## config.mk

```make
export PLATFORM = sky130hd
export DESIGN_NAME = abc_square
export DESIGN_NICKNAME = d
export VERILOG_FILES = /design/src/rtl/core/aabb_sphere_classify_assert.svh /design/src/rtl/core/abc_pkg.sv /design/src/rtl/core/abc_square.sv
export SDC_FILE = /design/constraint.sdc
export NUM_CORES = 2
export LEC_CHECK = 0
export ABC_AREA = 1
export BUFFER_PORTS_ARGS = -buffer_cell sky130_fd_sc_hd__buf_2
export CAP_MARGIN = 20
export CORE_AREA = 4 4 275 277
export DETAILED_ROUTE_END_ITERATION = 12
export DIE_AREA = 0 0 279 281
export PLACE_DENSITY_LB_ADDON = 0.05
export SYNTH_ARGS = -nofsm -noshare
export SYNTH_HDL_FRONTEND = slang
export SYNTH_SLANG_ARGS = --single-unit
```

## constraint.sdc

```tcl
create_clock -name clock -period 5.42 [get_ports clock]
set_input_delay 0.271 -clock clock [delete_from_list [all_inputs] [get_ports clock]]
set_output_delay 0.271 -clock clock [all_outputs]
set_load 0.01 [all_outputs]
```

## src/rtl/core/aabb_sphere_classify_assert.svh

```systemverilog
// Assertion helpers for the RTL.
`ifndef AABB_SPHERE_CLASSIFY_ASSERT_SVH
`define AABB_SPHERE_CLASSIFY_ASSERT_SVH

// Same-cycle implication, checked outside reset.
`define ABC_ASSERT_NOW(label, clk, rst, ante, cons, msg) \
   label: assert property (@(posedge clk) disable iff (rst) (ante) |-> (cons)) \
      else $error(msg);

// Next-cycle implication, checked outside reset.
`define ABC_ASSERT_NEXT(label, clk, rst, ante, cons, msg) \
   label: assert property (@(posedge clk) disable iff (rst) (ante) |=> (cons)) \
      else $error(msg);

`endif

```

## src/rtl/core/abc_pkg.sv

```systemverilog
package abc_pkg;

   // default coordinate width (signed Q16.16)
   localparam int COORD_BITS_DEF = 32;

   // relation codes
   localparam logic [1:0] REL_OUTSIDE    = 2'd0;
   localparam logic [1:0] REL_INTERSECTS = 2'd1;
   localparam logic [1:0] REL_INSIDE     = 2'd2;

   // stage enables into the squarer
   typedef struct packed {
      logic pp;   // partial product stage
      logic sq;   // recombine stage
   } sq_en_type;

endpackage

```

## src/rtl/core/abc_square.sv

```systemverilog
// Two-stage squarer: split operand, square the halves, recombine.
module abc_square #(
   parameter int W = abc_pkg::COORD_BITS_DEF
) (
   input  logic                clock,
   input  abc_pkg::sq_en_type  en,
   input  logic [W-1:0]        val,
   output logic [2*W-1:0]      sq
);

   localparam int L  = W / 2;       // low part width
   localparam int HW = W - L;       // high part width
   localparam int WW = 2 * W;

   logic [HW-1:0]     a;
   logic [L-1:0]      b;
   logic [2*HW-1:0]   hh_in, hh_ff;
   logic [W-1:0]      hl_in, hl_ff;
   logic [2*L-1:0]    ll_in, ll_ff;
   logic [WW-1:0]     sq_in, sq_ff;

   assign a = val[W-1:L];
   assign b = val[L-1:0];

   assign hh_in = (2 * HW)'(a) * (2 * HW)'(a);
   assign hl_in = W'(a) * W'(b);
   assign ll_in = (2 * L)'(b) * (2 * L)'(b);

   // (a*2^L + b)^2 = a^2*2^2L + 2ab*2^L + b^2
   assign sq_in = (WW'(hh_ff) << (2 * L)) + (WW'(hl_ff) << (L + 1)) + WW'(ll_ff);

   always_ff @(posedge clock) begin
      if (en.pp) begin
         hh_ff <= hh_in;
         hl_ff <= hl_in;
         ll_ff <= ll_in;
      end
      if (en.sq) begin
         sq_ff <= sq_in;
      end
   end

   assign sq = sq_ff;

endmodule

```

# After elaboration in Yosys (flattened, before gate mapping)
# Index checks and enable logic that the tools add are counted.
op_classes:
  mul: 3
  reduce_logical: 0
  n_div: 0
  n_mux: 0
  eq_ne: 0
  order_cmp: 0
  bitwise_logic: 0
  shift: 0
  addsub: 2
ops:
  columns: ["op", "count"]
  rows:
  - ["multiplier 16 x 16 -> 32 bit", 3]
  - ["adder 64 x 32 -> 64 bit", 1]
  - ["adder 64 x 49 -> 64 bit", 1]
word_totals:
  in_bits: 35
  mem_bits_ro: 0
  wordCells: 9
  mem_count: 0
  mem_bits_rw: 0
  latch_bits: 0
  regBits: 160
  out_inout_bits: 64

# Depth between registers and ports, before layout
logic_depth:
  word_depth: 2
  mapped_depth: 26
  mapped_depth_nobuf: 25

# Least setup slack after synthesis
# Ideal clock, no wire load.
synth_timing:
  kind: "input -> register"
  from: "in val[31]"
  to: "reg hl_ff[25] (data pin)"
  slack_ps: 143
  required_time_ps: 5167
  setup_ps: 253
  stages: 20
  n_path_buf: 2
  arrival_time_ps: 5024
  path_cell_list: "clkbuf_1 -> clkbuf_1 -> nand2_1 -> fa_1 -> fa_1 -> inv_1 -> fa_1 -> fa_1 -> fa_1 -> inv_1 -> fa_1 -> inv_1 -> ha_1 -> nand2_1 -> nor2_1 -> inv_1 -> nor3_1 -> nand3_1 -> nand4_1 -> nand2_1"
synth_via:
  elab_chain_len: 1
synth_rtl:
  columns: ["element", "line_no", "text"]
  rows:
  - ["start, declared", "abc_square.sv:7", "input logic [W-1:0] val,"]
  - ["multiplier 16 x 16 -> 32 bit", "abc_square.sv:26", "assign hl_in = W'(a) * W'(b);"]
  - ["via hl_in[25]", "abc_square.sv:18", "logic [W-1:0] hl_in, hl_ff;"]
  - ["end signal, assigned", "abc_square.sv:35", "hl_ff <= hl_in;"]
  - ["end, declared", "abc_square.sv:18", null]
# The timed path passes the listed nets, and every way through them passes these cells.
# A chain may end at the register's enable or synchronous reset.

# Final worst setup path
layout_timing:
  from: "in val[28]"
  to: "reg hh_ff[24] (data pin)"
layout_via:
  elab_chain_len: 1
layout_rtl:
  columns: ["element", "line_no", "text"]
  rows:
  - ["multiplier 16 x 16 -> 32 bit", "abc_square.sv:25", "assign hh_in = (2 * HW)'(a) * (2 * HW)'(a);"]
  - ["via hh_in[24]", "abc_square.sv:17", "logic [2*HW-1:0] hh_in, hh_ff;"]
  - ["end signal, assigned", "abc_square.sv:34", "hh_ff <= hh_in;"]
  - ["end, declared", "abc_square.sv:17", null]
# The timed path passes the listed nets, and every way through them passes these cells.

==> results by group <==
Cells and area
  – Seq. cell area: 4715 sq um
  – Share of post-route cells with drive strength above 1: 12.82%
  – Fillers: 7250
  – Layout Nets: 5474
  – Multi-input gate area: 23060 sq um
  – Post-Layout Cell Count: 5554
  – Layout overhead on the synthesized area: 15.51%

Routing
  – Drt wl/cell: 15.64 um
  – Antenna Nets Post-Route: 0
  – Vias post-DR: 26000
  – Final WL: 86850 um
  – Vias/cell: 4.681
  – # DRC: 0
  – Pre-antenna DRT Iters: 8
  – Initial DRC Count: 1551

Clocking
  – CTS buffer count: 17
  – CTS max path bufs: 2
  – CTS Sinks: 157
  – Root buffer cell: clkbuf_16
  – H-tree depth: 4
  – Clock Pin Slew Worst Setup and Hold Paths: 70 ps
  – Postcts setup bufs: 0
  – Clock Latency Late Sink: 460 ps
  – Hold_buf cts: 0
  – Clock tree from TritonCTS: yes
  – # resized after CTS: 0

Worst setup path
  – R2R Path Start: hl_ff[29]$_DFFE_PP_
  – Required @ worst endpoint: 5620 ps
  – Worst EP arrival: 5380 ps
  – Reg-to-Reg End: sq[47]$_DFFE_PP_
  – R2r setup slk: 3030 ps
  – Worst Path Max Fanout: 15
  – Critical path class: in -> reg
  – FF-to-FF path depth: 10
  – CP endpoint kind: flip-flop
  – Worst setup SP type: input port

Timing
  – Worst Clk Skew: 20.96 ps
  – Final hold vios: 0
  – Fmax: 193.1 MHz
  – Worst-margin pin slew: 883.2 ps
  – Setup ws final: 242.4 ps
  – Slew Viols, Final: 0
  – Crit share post-route: 95.53%
  – Final setup viols: 0
  – Worst rel slew slack: 41.12%
  – Crit path time final: 5178 ps

Global routing
  – Initial antenna violation count: 1
  – Vias in the first global route: 27050
  – Gr usage total: 23.24%
  – First-pass GRT wire length: 144400 um
  – Total gr overflow: 0
  – Largest net degree at the start of global routing: 64

Floorplanning
  – FP Rows: 99
  – Die area: 78400 sq um
  – CORE AREA: 72830 sq um
  – Number of I/O pins: 99
  – Die Y: 281 um
  – Die width: 279 um
  – Initial Util: 44.82%

Synth
  – Area of the mapped netlist: 32650 sq um
  – Count of cell types in the netlist: 38
  – Syn nets: 5089
  – Post-synthesis async set-or-reset flop share: 0%
  – Synth area leader: fa_1
  – Top post-synthesis cells by area: fa_1 (32%), edfxtp_1 (14%), inv_1 (14%)
  – Sequential area share after synthesis: 14.44%
  – Yosys top cell area share: 31.95%
  – Commonest cells post-synth: inv_1 (1198), nand2_1 (1148), fa_1 (521)
  – Synth warn: 0
  – Syn_area_per_cell: 7.778 sq um
  – Top FF cell, synth: edfxtp_1
  – Post-synth EDFFs: 157
  – Synthesized instance count: 4197
  – Yosys reg bits: 157
  – Count leader, synth: inv_1

Place
  – Hpwl dp: 75630 um
  – Pre-CTS setup slack: -406.8 ps
  – Placer Congestion: 0.9153
  – DP Cell Count: 5522
  – Port bufs: 97

Worst hold path
  – HP Start: val[0]
  – Min-delay worst type: in -> reg
  – Hold depth: 2
  – Hold Path Sink: ll_ff[0]$_DFFE_PP_

Status
  – Run status: finished, final reports clean

Run
  – Max-capacitance violation count: 0
## state kept, by name, indices dropped and copies added, names as in the netlist
register,cells
hh_ff,31
sq,63
hl_ff,32
ll_ff,31
## routing by layer
layer	GRT usage, %	vias to the layer above	wire, um
met5	0	-	0
met4	4.484	0	1485
met3	1.661	63	3717
met2	37.24	491	38280
met1	35.02	12360	43370
li1	-	13080	-
## layout by cell type, fill, tap and decap left out, types with 54 or more instances in the layout
master    instances
a21oi_1         117
buf_2            84
buf_4           357
edfxtp_1        157
fa_1            521
ha_1            334
inv_1          1198
nand2_1        1147
nand3_1         118
nor2_1          160
o21ai_0          54
xor2_1           76
## critical path, cell delays in order
cell	delay (ps)
clkbuf_4	250
buf_4	220
nand2_1	60
inv_1	60
buf_4	130
fa_1	490
inv_1	60
fa_1	530
inv_1	50
fa_1	500
fa_1	430
fa_1	490
inv_1	50
fa_1	470
inv_1	40
ha_1	320
a21oi_1	280
o21ai_0	220
a21o_1	210
nand2_1	90
nand3_1	70
nand2_1	60
nand2_1	40
## kinds of logic after synthesis
logic type / after synthesis / synth area share, %
and+or+nand+nor: 1567 / 19.66
buffers and inverters: 1312 / 15.10
adders and majority gates: 857 / 44.83
AOI/OAI and AO/OA: 208 / 3.411
DFF: 157 / 14.44
xor gates and xnor gates: 95 / 2.549
other: 1 / 0.01149
## cell type report
cell class	count	area share, %
antenna	1	0.006636
clock buffer	17	1.128
clock inverter	14	0.4811
inverter	1206	12.00
multi-input combinational	2728	61.15
sequential	157	12.50
tap	959	3.182
timing repair buffer	472	9.546
## stage by stage
stage          TNS, ps  instance area [sq um]  hold slack, ps  utilization [%]
2_1_floorplan        0                  32650           369.9                -
3_3_place_gp    -10800                  37010           401.3            50.81
4_1_cts              0                  37610           322.8            51.64
5_1_grt        -0.1057                  37710           351.9            51.77
3_5_place_dp    -11750                  37010           406.5            50.81
6_report             0                  37710           346.3            51.77
## worst max path at each step
| stage | start | end | slack, ps | depth (start not counted) |
|---|---|---|---|---|
| finish | val[28] | hh_ff[24]$_DFFE_PP_ | 240 | 23 |
| global route | val[7] | hl_ff[23]$_DFFE_PP_ | -0.1 | 21 |
| CTS | val[5] | hl_ff[25]$_DFFE_PP_ | 60 | 22 |
| detailed placement | val[5] | hl_ff[25]$_DFFE_PP_ | -410 | 22 |
| global placement | val[25] | hh_ff[27]$_DFFE_PP_ | -400 | 20 |
| floorplan | val[31] | hl_ff[25]$_DFFE_PP_ | 140 | 20 |
Power is left out: the tool's default activity adds up to more than one toggle a clock period on the data nets, which glitch-free logic cannot reach.
